===== config.mk =====
export PLATFORM = sky130hd
export DESIGN_NAME = multi_bit_state_run_allocator
export DESIGN_NICKNAME = d
export VERILOG_FILES = /design/src/hdl/mbsra_pkg.sv /design/src/hdl/mbsra_ram.sv /design/src/hdl/mbsra_unit.sv /design/src/hdl/multi_bit_state_run_allocator.sv
export SDC_FILE = /design/constraint.sdc
export NUM_CORES = 2
export LEC_CHECK = 0
export BUFFER_PORTS_ARGS = -buffer_cell sky130_fd_sc_hd__buf_2
export CORE_MARGIN = 10
export CORE_UTILIZATION = 60
export CTS_CLUSTER_DIAMETER = 100
export DETAILED_ROUTE_END_ITERATION = 16
export HOLD_SLACK_MARGIN = 0.06
export PLACE_DENSITY = 0.79
export SLEW_MARGIN = 25
export SYNTH_ARGS = -nofsm -noshare
export SYNTH_HDL_FRONTEND = slang
export SYNTH_SLANG_ARGS = --single-unit

===== constraint.sdc =====
create_clock -name clk -period 41 [get_ports clk]
set_input_delay 6.15 -clock clk [delete_from_list [all_inputs] [get_ports clk]]
set_output_delay 6.15 -clock clk [all_outputs]
set_load 0.05 [all_outputs]

===== src/hdl/mbsra_pkg.sv =====
// Shared types and constants for the multi-bit state run allocator.
// Used by mbsra_unit, the top level and the testbench; depends on nothing.
package mbsra_pkg;

	localparam int CAPACITY       = 1024;
	localparam int BITS_PER_STATE = 2;
	localparam int STATE_LIMIT    = (BITS_PER_STATE >= 2) ? 4 : (1 << BITS_PER_STATE);

	// fixed item field widths
	localparam int CMD_W   = 2;
	localparam int ST_W    = 2;
	localparam int LEN_W   = 11;
	localparam int START_W = 10;
	localparam int STS_W   = 2;
	localparam int FOUND_W = 10;
	localparam int RD_W    = 2;
	localparam int PERM_W  = 16;

	localparam int IDX_W  = $clog2(CAPACITY);
	localparam int CAP_CW = $clog2(CAPACITY + 1);
	localparam int SUM_W  = (CAP_CW > LEN_W + 1) ? CAP_CW : LEN_W + 1;

	// APB register map
	localparam int ADDR_W = 3;
	localparam logic REG_ALLOWED_IDX = 1'b0;

	typedef enum logic [CMD_W-1:0] {
		CMD_FIND  = 2'd0,
		CMD_CHECK = 2'd1,
		CMD_READ  = 2'd2,
		CMD_SET   = 2'd3
	} cmd_t;

	typedef enum logic [STS_W-1:0] {
		STS_OK      = 2'd0,
		STS_FAIL    = 2'd1,
		STS_INVALID = 2'd2
	} sts_t;

	// request into the shared compare unit
	typedef struct packed {
		logic [BITS_PER_STATE-1:0] old_state;
		logic [ST_W-1:0]           target;
		logic [LEN_W-1:0]          run;
		logic [LEN_W-1:0]          rem;
		logic [LEN_W-1:0]          len;
		logic [IDX_W-1:0]          addr;
		logic [PERM_W-1:0]         allowed;
	} unit_req_t;

	// per-entry verdict from the shared compare unit
	typedef struct packed {
		logic             match;
		logic             permit;
		logic [LEN_W-1:0] run_next;
		logic             run_hit;
		logic             rem_last;
		logic             addr_end;
		logic [IDX_W-1:0] found;
	} unit_res_t;

endpackage


===== src/hdl/mbsra_ram.sv =====
// Generic single-write, single-read RAM with registered read data.
// No dependencies.
module mbsra_ram #(
	parameter int DEPTH = 1024,
	parameter int WIDTH = 2,
	parameter int AW    = 10
) (
	input  logic             clk,
	input  logic             we,
	input  logic [AW-1:0]    waddr,
	input  logic [WIDTH-1:0] wdata,
	input  logic [AW-1:0]    raddr,
	output logic [WIDTH-1:0] rdata
);

	logic [WIDTH-1:0] mem [DEPTH];

	always_ff @(posedge clk) begin
		if (we) begin
			mem[waddr] <= wdata;
		end
		rdata <= mem[raddr];
	end

endmodule


===== src/hdl/mbsra_unit.sv =====
// Shared per-entry compare unit: state match, transition permission,
// run counting and end-of-scan detection. Depends on mbsra_pkg.
module mbsra_unit import mbsra_pkg::*; (
	input  unit_req_t req,
	output unit_res_t res
);

	logic [3:0]       perm_idx;
	logic [SUM_W-1:0] start_sum;

	always_comb begin
		res.match    = (3'(req.old_state) == 3'(req.target));
		perm_idx     = {2'(req.old_state), req.target};
		res.permit   = req.allowed[perm_idx];
		res.run_next = res.match ? (req.run + LEN_W'(1)) : '0;
		res.run_hit  = res.match && (res.run_next == req.len);
		res.rem_last = (req.rem == LEN_W'(1));
		res.addr_end = (req.addr == IDX_W'(CAPACITY - 1));
		start_sum    = SUM_W'(req.addr) + SUM_W'(1) - SUM_W'(req.len);
		res.found    = start_sum[IDX_W-1:0];
	end

endmodule


===== src/hdl/multi_bit_state_run_allocator.sv =====
// Top level of the multi-bit state run allocator: sequencer, APB register,
// output register. Depends on mbsra_pkg, mbsra_ram and mbsra_unit.
//
// Usage:
//  - Command items enter on the s_ stream (s_tuser = command, s_tdata = state,
//    length, start index). One result item leaves on the m_ stream for each.
//  - APB register 0 (byte address 0) is allowed_transitions; bit old*4+new
//    permits a set to change an entry from old to new. Reset value 0xFFFF.
//  - After reset the state store is swept to zero, one entry a cycle:
//    with s_tready low. APB writes are taken during the sweep.
//  - One item at a time. The sequencer walks the store through the shared
//    compare unit, one entry per cycle, limited by the single RAM read port.
//    Read examines one entry; check and set walk run_length entries and stop
//    early on a mismatch or a refused entry; find walks from entry 0 and
//    stops at the first fit or at the end of the store; invalid arguments
//    skip the scan. s_tready returns in the same cycle that m_tvalid rises
//    with the result.
//  - Results sit in an output register. s_tready comes back as soon as the
//    result is parked there; a stalled m_tready only blocks the next item's
//    completion, which waits in the done state until the register frees.
module multi_bit_state_run_allocator import mbsra_pkg::*; (
	input  logic              clk,
	input  logic              arst_n,
	// s_tdata: [1:0] state_value, [12:2] run_length, [22:13] start_index
	input  logic              s_tvalid,
	output logic              s_tready,
	input  logic [23:0]       s_tdata,
	// s_tuser: [1:0] command
	input  logic [CMD_W-1:0]  s_tuser,
	// m_tdata: [1:0] status, [11:2] found_index, [13:12] read_state
	output logic              m_tvalid,
	input  logic              m_tready,
	output logic [15:0]       m_tdata,
	input  logic              psel,
	input  logic              penable,
	input  logic              pwrite,
	input  logic [ADDR_W-1:0] paddr,
	input  logic [31:0]       pwdata,
	output logic [31:0]       prdata,
	output logic              pready
);

	typedef enum logic [3:0] {
		ST_CLEAR = 4'b0001,
		ST_IDLE  = 4'b0010,
		ST_SCAN  = 4'b0100,
		ST_DONE  = 4'b1000
	} fsm_t;

	fsm_t state_q;

	// input field unpack
	logic [ST_W-1:0]    in_st;
	logic [LEN_W-1:0]   in_len;
	logic [START_W-1:0] in_start;
	assign in_st    = s_tdata[1:0];
	assign in_len   = s_tdata[12:2];
	assign in_start = s_tdata[22:13];

	// config register
	logic [PERM_W-1:0] allowed_q;
	logic              cfg_wr;
	assign pready = 1'b1;
	assign cfg_wr = psel && penable && pwrite && pready && (paddr[2] == REG_ALLOWED_IDX);
	assign prdata = (paddr[2] == REG_ALLOWED_IDX) ? 32'(allowed_q) : '0;

	always_ff @(posedge clk or negedge arst_n) begin
		if (!arst_n) begin
			allowed_q <= '1;
		end else if (cfg_wr) begin
			allowed_q <= pwdata[PERM_W-1:0];
		end
	end

	// command registers
	cmd_t              cmd_q;
	logic [ST_W-1:0]   st_q;
	logic [LEN_W-1:0]  len_q;
	logic [LEN_W-1:0]  rem_q;
	logic [LEN_W-1:0]  run_q;
	logic [IDX_W-1:0]  rd_addr_q;
	logic [IDX_W-1:0]  proc_addr_q;
	logic              proc_vld_q;
	logic [IDX_W-1:0]  clr_q;

	// result staging and output register
	sts_t              res_sts_q;
	logic [FOUND_W-1:0] res_found_q;
	logic [RD_W-1:0]   res_rd_q;
	logic              m_tvalid_q;
	logic [15:0]       m_tdata_q;

	// RAM
	logic                      ram_we;
	logic [IDX_W-1:0]          ram_waddr;
	logic [BITS_PER_STATE-1:0] ram_wdata;
	logic [BITS_PER_STATE-1:0] ram_rdata;

	mbsra_ram #(
		.DEPTH(CAPACITY),
		.WIDTH(BITS_PER_STATE),
		.AW   (IDX_W)
	) u_ram (
		.clk  (clk),
		.we   (ram_we),
		.waddr(ram_waddr),
		.wdata(ram_wdata),
		.raddr(rd_addr_q),
		.rdata(ram_rdata)
	);

	// shared compare unit
	unit_req_t ureq;
	unit_res_t ures;

	assign ureq.old_state = ram_rdata;
	assign ureq.target    = st_q;
	assign ureq.run       = run_q;
	assign ureq.rem       = rem_q;
	assign ureq.len       = len_q;
	assign ureq.addr      = proc_addr_q;
	assign ureq.allowed   = allowed_q;

	mbsra_unit u_unit (
		.req(ureq),
		.res(ures)
	);

	// argument checks at accept
	logic             st_ok;
	logic             len_ok;
	logic [SUM_W-1:0] end_sum;
	logic             in_range;
	logic             len_over;
	logic             start_over;
	assign st_ok      = ({1'b0, in_st} < 3'(STATE_LIMIT));
	assign len_ok     = (in_len != '0);
	assign end_sum    = SUM_W'(in_start) + SUM_W'(in_len);
	assign in_range   = (end_sum <= SUM_W'(CAPACITY));
	assign len_over   = (SUM_W'(in_len) > SUM_W'(CAPACITY));
	assign start_over = (SUM_W'(in_start) >= SUM_W'(CAPACITY));

	// per-entry decision while scanning
	logic set_write;
	logic fin;
	sts_t fin_sts;
	logic [FOUND_W-1:0] fin_found;
	logic [RD_W-1:0]    fin_rd;

	always_comb begin
		set_write = 1'b0;
		fin       = 1'b0;
		fin_sts   = STS_OK;
		fin_found = '0;
		fin_rd    = '0;
		if (state_q == ST_SCAN && proc_vld_q) begin
			case (cmd_q)
				CMD_FIND: begin
					if (ures.run_hit) begin
						fin       = 1'b1;
						fin_found = FOUND_W'(ures.found);
					end else if (ures.addr_end) begin
						fin     = 1'b1;
						fin_sts = STS_FAIL;
					end
				end
				CMD_CHECK: begin
					if (!ures.match) begin
						fin     = 1'b1;
						fin_sts = STS_FAIL;
					end else if (ures.rem_last) begin
						fin = 1'b1;
					end
				end
				CMD_READ: begin
					fin    = 1'b1;
					fin_rd = RD_W'(ram_rdata);
				end
				CMD_SET: begin
					if (!ures.permit) begin
						fin     = 1'b1;
						fin_sts = STS_FAIL;
					end else begin
						set_write = 1'b1;
						fin       = ures.rem_last;
					end
				end
				default: begin
					fin     = 1'b1;
					fin_sts = STS_INVALID;
				end
			endcase
		end
	end

	always_comb begin
		if (state_q == ST_CLEAR) begin
			ram_we    = 1'b1;
			ram_waddr = clr_q;
			ram_wdata = '0;
		end else begin
			ram_we    = set_write;
			ram_waddr = proc_addr_q;
			ram_wdata = BITS_PER_STATE'(st_q);
		end
	end

	logic out_free;
	assign out_free = !m_tvalid_q || m_tready;
	assign s_tready = (state_q == ST_IDLE);

	// sequencer
	always_ff @(posedge clk or negedge arst_n) begin
		if (!arst_n) begin
			state_q    <= ST_CLEAR;
			clr_q      <= '0;
			proc_vld_q <= 1'b0;
			m_tvalid_q <= 1'b0;
		end else begin
			// a new result loads over a taken one; otherwise a take clears it
			if (state_q == ST_DONE && out_free) begin
				m_tvalid_q <= 1'b1;
			end else if (m_tready) begin
				m_tvalid_q <= 1'b0;
			end
			case (state_q)
				ST_CLEAR: begin
					clr_q <= clr_q + IDX_W'(1);
					if (clr_q == IDX_W'(CAPACITY - 1)) begin
						state_q <= ST_IDLE;
					end
				end
				ST_IDLE: begin
					proc_vld_q <= 1'b0;
					if (s_tvalid) begin
						case (cmd_t'(s_tuser))
							CMD_FIND: begin
								if (!(st_ok && len_ok)) begin
									state_q <= ST_DONE;
								end else if (len_over) begin
									state_q <= ST_DONE;
								end else begin
									state_q <= ST_SCAN;
								end
							end
							CMD_CHECK, CMD_SET: begin
								state_q <= (st_ok && len_ok && in_range) ? ST_SCAN : ST_DONE;
							end
							CMD_READ: begin
								state_q <= start_over ? ST_DONE : ST_SCAN;
							end
							default: state_q <= ST_DONE;
						endcase
					end
				end
				ST_SCAN: begin
					proc_vld_q <= !fin;
					if (fin) begin
						state_q <= ST_DONE;
					end
				end
				ST_DONE: begin
					if (out_free) begin
						state_q <= ST_IDLE;
					end
				end
				default: state_q <= ST_IDLE;
			endcase
		end
	end

	// datapath registers
	always_ff @(posedge clk) begin
		case (state_q)
			ST_IDLE: begin
				cmd_q       <= cmd_t'(s_tuser);
				st_q        <= in_st;
				len_q       <= in_len;
				rem_q       <= in_len;
				run_q       <= '0;
				res_found_q <= '0;
				res_rd_q    <= '0;
				rd_addr_q   <= (cmd_t'(s_tuser) == CMD_FIND) ? '0 : IDX_W'(in_start);
				// immediate verdicts; overwritten when a scan runs
				if (cmd_t'(s_tuser) == CMD_FIND && st_ok && len_ok && len_over) begin
					res_sts_q <= STS_FAIL;
				end else begin
					res_sts_q <= STS_INVALID;
				end
			end
			ST_SCAN: begin
				rd_addr_q   <= rd_addr_q + IDX_W'(1);
				proc_addr_q <= rd_addr_q;
				if (proc_vld_q) begin
					rem_q <= rem_q - LEN_W'(1);
					run_q <= ures.run_next;
				end
				if (fin) begin
					res_sts_q   <= fin_sts;
					res_found_q <= fin_found;
					res_rd_q    <= fin_rd;
				end
			end
			ST_DONE: begin
				if (out_free) begin
					m_tdata_q <= {2'b00, res_rd_q, res_found_q, res_sts_q};
				end
			end
			default: ;
		endcase
	end

	assign m_tvalid = m_tvalid_q;
	assign m_tdata  = m_tdata_q;

	// one item at a time
	a_single_item: assert property (@(posedge clk) disable iff (!arst_n)
		(s_tvalid && s_tready) |=> !s_tready)
		else $error("item accepted while previous item in flight");

	// found_index and read_state are zero unless the command succeeded
	a_zero_fields: assert property (@(posedge clk) disable iff (!arst_n)
		(m_tvalid && (m_tdata[1:0] != STS_OK)) |-> (m_tdata[13:2] == '0))
		else $error("nonzero result fields on failed command");

	// store is only written by the sweep or by a set
	a_write_src: assert property (@(posedge clk) disable iff (!arst_n)
		(ram_we && (state_q != ST_CLEAR)) |-> (cmd_q == CMD_SET && state_q == ST_SCAN))
		else $error("store write outside set command");

	// pending entry data exists only during a scan
	a_proc_scan: assert property (@(posedge clk) disable iff (!arst_n)
		proc_vld_q |-> (state_q == ST_SCAN))
		else $error("entry in flight outside scan");

endmodule


Word-level counts from Yosys, hierarchy flattened
Memory sizes are Yosys's and may differ from the RTL's. A register that Yosys moved wholly into a read port is not among the register bits.
Index checks and enable logic that the tools add are counted.
W data, S select, Z words.
{"block": "op_classes", "n_reduce_logical": 22, "n_bitwise": 1, "n_mux": 55, "order_cmp": 3, "div": 0, "n_addsub": 7, "shifts": 0, "n_eq_ne": 20, "multipliers": 0}
{"cell": "$mux W10", "count": 6}
{"cell": "$pmux W11 S2", "count": 2}
{"cell": "$pmux W10 S2", "count": 2}
{"cell": "$mux W11", "count": 3}
{"cell": "$add A10 B1 Y10 const B", "count": 3}
{"cell": "$mux W4", "count": 7}
{"cell": "$eq A10 B10 Y1 const B", "count": 2}
{"cell": "$mux W1", "count": 19}
{"cell": "$mux W16", "count": 1}
{"cell": "$pmux W4 S4", "count": 1}
{"cell": "$mux W2", "count": 7}
{"cell": "$add A10 B11 Y12", "count": 1}
{"cell": "$le A12 B11 Y1 const B", "count": 1}
{"cell": "$pmux W4 S3", "count": 1}
{"cell": "$add A11 B1 Y11 const B", "count": 1}
{"cell": "$eq A11 B1 Y1 const B", "count": 1}
{"cell": "$eq A11 B11 Y1", "count": 1}
{"cell": "$gt A11 B11 Y1 const B", "count": 1}
{"cell": "$reduce_bool A11 Y1", "count": 1}
{"cell": "$sub A11 B1 Y11 const B", "count": 1}
{"cell": "$sub A10 B10 Y10", "count": 1}
{"cell": "$logic_and A1 B1 Y1", "count": 9}
{"cell": "$eq A2 B2 Y1 const B", "count": 4}
{"cell": "$ne A2 B2 Y1 const B", "count": 4}
{"cell": "21 further kinds", "count": 28}
{"block": "word_totals", "word_cells": 125, "mem_bits_ro": 0, "n_memories": 1, "latchBits": 0, "inputBits": 68, "reg_bits": 117, "ramBits": 2048, "out_inout_bits": 51}
{"memory": "u_ram.mem", "depth": 1024, "word_bits": 2, "read_ports": 1, "rd_ports_with_merged_regs": 1, "wr": 1, "line_no": "mbsra_ram.sv:16", "source": "logic [WIDTH-1:0] mem [DEPTH];"}

Longest topological paths before layout
{"block": "depth", "depth_word": 9, "depth_mapped": 15, "ltp_nobuf": 14}

By module
From an unflattened synthesis, not the netlist that was laid out.
{"block": "unflattened", "hier_cells": 5378, "hier_area_um2": 90466.8}
{"mod": "mbsra_ram", "cells_each": 4793, "n_inst": 1, "seq_area_each_um2": 61539.0, "area_per_inst_um2": 83757.8}
{"mod": "multi_bit_state_run_allocator", "cells_each": 450, "n_inst": 1, "seq_area_each_um2": 3374.5, "area_per_inst_um2": 5594.1}
{"mod": "mbsra_unit", "cells_each": 135, "n_inst": 1, "seq_area_each_um2": 0.0, "area_per_inst_um2": 1114.8}

Least setup slack after synthesis
Ideal clock, no wire load.
{"block": "synth_path", "path_kind": "register to register", "from": "register state_q[0]", "to": "memory u_ram.mem[0][0] (data pin)", "slack_ns": 9.915, "synth_period_minus_slack_ns": 31.085, "required_ns": 35.775, "n_path_buf": 2, "t_arrival_ns": 25.860, "path_stages_with_launch": 5, "path_cell_list": "dfstp_2 -> nor4b_2 -> buf_2 -> buf_2 -> nor2b_1"}
{"block": "synth_via", "elab_chain_cells": 2}
{"element": "from (decl)", "line_no": "multi_bit_state_run_allocator.sv:50", "source": "fsm_t state_q;"}
{"element": "from (signal assigned)", "line_no": "multi_bit_state_run_allocator.sv:247", "source": "state_q <= (st_ok && len_ok && in_range) ? ST_SCAN : ST_DONE;"}
{"element": "from (signal assigned)", "line_no": "multi_bit_state_run_allocator.sv:250", "source": "state_q <= start_over ? ST_DONE : ST_SCAN;"}
{"element": "$eq A4 B1 Y1", "line_no": "multi_bit_state_run_allocator.sv:197", "source": "if (state_q == ST_CLEAR) begin"}
{"element": "$mux W2", "line_no": "multi_bit_state_run_allocator.sv:197"}
{"element": "named net ram_wdata[0]", "line_no": "multi_bit_state_run_allocator.sv:96", "source": "logic [BITS_PER_STATE-1:0] ram_wdata;"}
{"element": "to (decl)", "line_no": "mbsra_ram.sv:16"}
The timed path passes the listed nets, and every way through them passes these cells.

Worst setup path after layout
{"block": "layout_path", "from": "input paddr[2]", "to": "output prdata[4]"}
{"block": "layout_via", "elab_chain_cells": 1}
{"element": "from (decl)", "line_no": "multi_bit_state_run_allocator.sv:37", "source": "input logic [ADDR_W-1:0] paddr,"}
{"element": "$mux W16", "line_no": "multi_bit_state_run_allocator.sv:65", "source": "assign prdata = (paddr[2] == REG_ALLOWED_IDX) ? 32'(allowed_q) : '0;"}
{"element": "to (decl)", "line_no": "multi_bit_state_run_allocator.sv:39", "source": "output logic [31:0] prdata,"}
No other way between the ends.

==> flow_summary.json <==
{
  "slew-limit-headroom_pct": 17.5,
  "slew_viol_final": 0,
  "worstPathArrival_ps": 6800,
  "synthTopCellsByArea": "edfxtp_1 (71%), mux4_2 (12%), nor2_1 (4.6%)",
  "die_y_um": 408,
  "synth_top_area_cell": "edfxtp_1",
  "final_antenna_net_count": 0,
  "worstPathRequired_ps": 34850,
  "yosys-mux-area-fraction_pct": 14.3,
  "fillers": 9388,
  "timing.hold.worst_path_depth": 0,
  "seq_area_frac_synth_pct": 71.9,
  "min_period_ps": 12950,
  "min_from": "res_sts_q[1]$_SDFFCE_PP0P_",
  "cts_buffer_depth": 3,
  "rsz0062_at_grt": "no",
  "setup_violations": 0,
  "core_area_um2": 150000,
  "syn_to_final_growth_pct": 10.0,
  "finClkSkew_ps": 33.4,
  "synth-adder-area-share_pct": 0.488,
  "cap_violations": 0,
  "io_pins": 119,
  "place_congestion": 0.863,
  "cts_hold_repair.buffers": 0,
  "worst_slew_pin_slew_ps": 1240,
  "grt_pass1_vias": 51877,
  "p_total_uw": 6570,
  "hold_viol": 0,
  "clock_sinks": 2167,
  "clk_latency_ps": 860,
  "synth_top_area_share_pct": 70.9,
  "endpoint_kind": "output pin",
  "numCtsBuffers": 205,
  "path_clk_slew_ps": 60,
  "placedCellCount": 7166,
  "synth_top_family_by_area": "multiplexers",
  "crit_type": "input port to output pin",
  "min_to": "m_tdata[1]$_DFFE_PP_",
  "yosys_warnings": 0,
  "drt_wl_total_um": 249000,
  "r2r_end": "u_ram.rdata[0]$_DFF_P_",
  "drive_gt1_share_pct": 20.0,
  "reg2reg_depth": 13,
  "power_density_nw_per_um2": 66.1,
  "setup_tns_ps": 0,
  "drcViolationCount": 0,
  "first_pass_iters": 8,
  "netlist_area_um2": 90300,
  "synth_compound_area_share_pct": 3.20,
  "synth_xor_xnor_area_share_pct": 0.535,
  "syn_area_per_cell_um2": 16.9,
  "grt_pass1_wl_um": 358000,
  "die_area_um2": 166000,
  "startpoint_type": "input port",
  "cts_tree": "built",
  "ctsResizeCount": 0,
  "wl_per_cell_um": 32.9,
  "yosys.area_share.simple_pct": 7.00,
  "die_w_um": 408,
  "dominantRegCellSynth": "edfxtp_1",
  "worstPathMaxFanout": 17,
  "hp-class": "flop to flop",
  "final_cell_area_um2": 99400,
  "vias_per_cell": 6.95,
  "grt_start_max_net_pins": 255,
  "track_usage_pct": 29.4,
  "overflow": 0,
  "fin_cells": 7563,
  "vias": 52528,
  "antenna_found_initial": 8,
  "syn_inst": 5344,
  "r2r_start": "rd_addr_q[2]$_DFFE_PN_",
  "fmax_mhz": 77.2,
  "synth_edf_count": 2133,
  "row_count": 142,
  "dp_hpwl_um": 136000,
  "portBuffers": 80,
  "nets": 5462,
  "fin_crit_sh_pct": 31.6,
  "ir_drop_v": 0.0000702,
  "async_reset_ff_share_pct": 1.48,
  "rrSetupSlack_ps": 34360,
  "cts_setup_buffers": 0,
  "ys_ff_latch": 2167,
  "synth.distinct_cells": 81,
  "leakagePower_uw": 0.0306,
  "drt-initial-drc-count": 9385,
  "dpl_cell_area_um2": 92500,
  "clock-root-buffer": "clkbuf_16",
  "initial_core_util_pct": 60.3,
  "outcome": "completed",
  "h-tree-depth": 4
}
==> area by class of cell <==
class                           instances  area [µm²]  area share, %
Timing Repair Buffer                  204        1510           1.52
Inverter                               49         186          0.188
Multi-Input combinational cell       2733       23500           23.6
Sequential cell                      2167       64900           65.3
Antenna cell                            7        17.5         0.0176
Tap cell                             2016        2520           2.54
Clock buffer                          262        5470           5.51
Clock inverter                        125        1250           1.26
==> cells in the final DEF, fill, tap and decap left out, types with 73 or more instances in the layout <==
master and instances:
edfxtp_1 2133, nor2_1 1103, mux4_2 469, clkbuf_16 210
mux2i_1 158, nand2_1 140, buf_4 108, buf_2 81
a21oi_1 73, o21ai_0 73
==> worst max-delay path by stage <==
stage | start | endpoint | depth (start not counted)
global placement | paddr[2] | prdata[3] | 3
floorplan | state_q[0]$_DFFE_PN1P_ | u_ram.mem[0][0]$_DFFE_PP_ | 4
CTS | paddr[2] | prdata[4] | 3
finish | paddr[2] | prdata[4] | 3
detailed placement | paddr[2] | prdata[4] | 3
global route | paddr[2] | prdata[4] | 3
==> metrics by stage <==
step / utilization, % / hold slack, ps / worst slack [ps]
floorplan: - / 400 / 9910
global placement: 61.8 / 409 / 28110
detailed placement: 61.8 / 405 / 28070
CTS: 66.3 / 416 / 28070
global route: 66.3 / 429 / 28000
finish: 66.3 / 416 / 28050
==> registers in the layout, indices dropped and copies added (netlist names), 11 cells and up <==
signal,count
u_ram.mem,2048
allowed_q,16
m_tdata,14
len_q,11
rem_q,11
run_q,11
==> Yosys cell counts, types with 9 or more instances <==
cell type / number
ha_1: 32
xor2_1: 16
dfstp_2: 17
nor3b_1: 10
nor4_1: 13
edfxtp_1: 2133
mux4_2: 469
a2111oi_0: 10
buf_2: 147
buf_1: 28
o22ai_1: 27
o211ai_1: 11
a221oi_1: 34
nor2b_1: 31
nand4_1: 12
a21oi_1: 73
inv_1: 46
mux2_2: 33
nor3_1: 26
nor2_1: 1108
nand2b_1: 18
o221ai_1: 23
o21ai_0: 73
mux2i_1: 158
clkbuf_1: 160
a211oi_1: 26
a31oi_1: 21
a22oi_1: 61
o31ai_1: 9
dfrtp_1: 15
buf_4: 46
and3_1: 10
buf_6: 22
mux4_1: 14
xnor2_1: 34
nand2_1: 161
nand3b_1: 9
nand3_1: 100
==> where the power goes <==
group,leakage (µW),switching (µW),total [µW],internal (µW)
clock,0.00329,825,1910,1080
combinational,0.00767,1260,1930,668
sequential,0.0196,30.7,2730,2700
==> critical path: stages <==
cell	delay, ps
buf_2	200
nor2b_1	170
buf_2	280
==> logic make-up after synthesis <==
logic type      after synthesis
flops                      2167
compound gates              422
fa+ha+maj                    34
buf+inv                     461
simple gates               1532
other cells                   2
xor+xnor                     52
mux                         674
==> routing by layer <==
layer | vias to the layer above | share of wire [%] | GRT usage (%)
li1 | 20797 | - | -
met1 | 26453 | 33 | 38.5
met3 | 824 | 14 | 8.09
met2 | 4446 | 46 | 44.8
met5 | - | 0.019 | 0
met4 | 8 | 6.4 | 16.4
(Power assumes the default switching activity.)
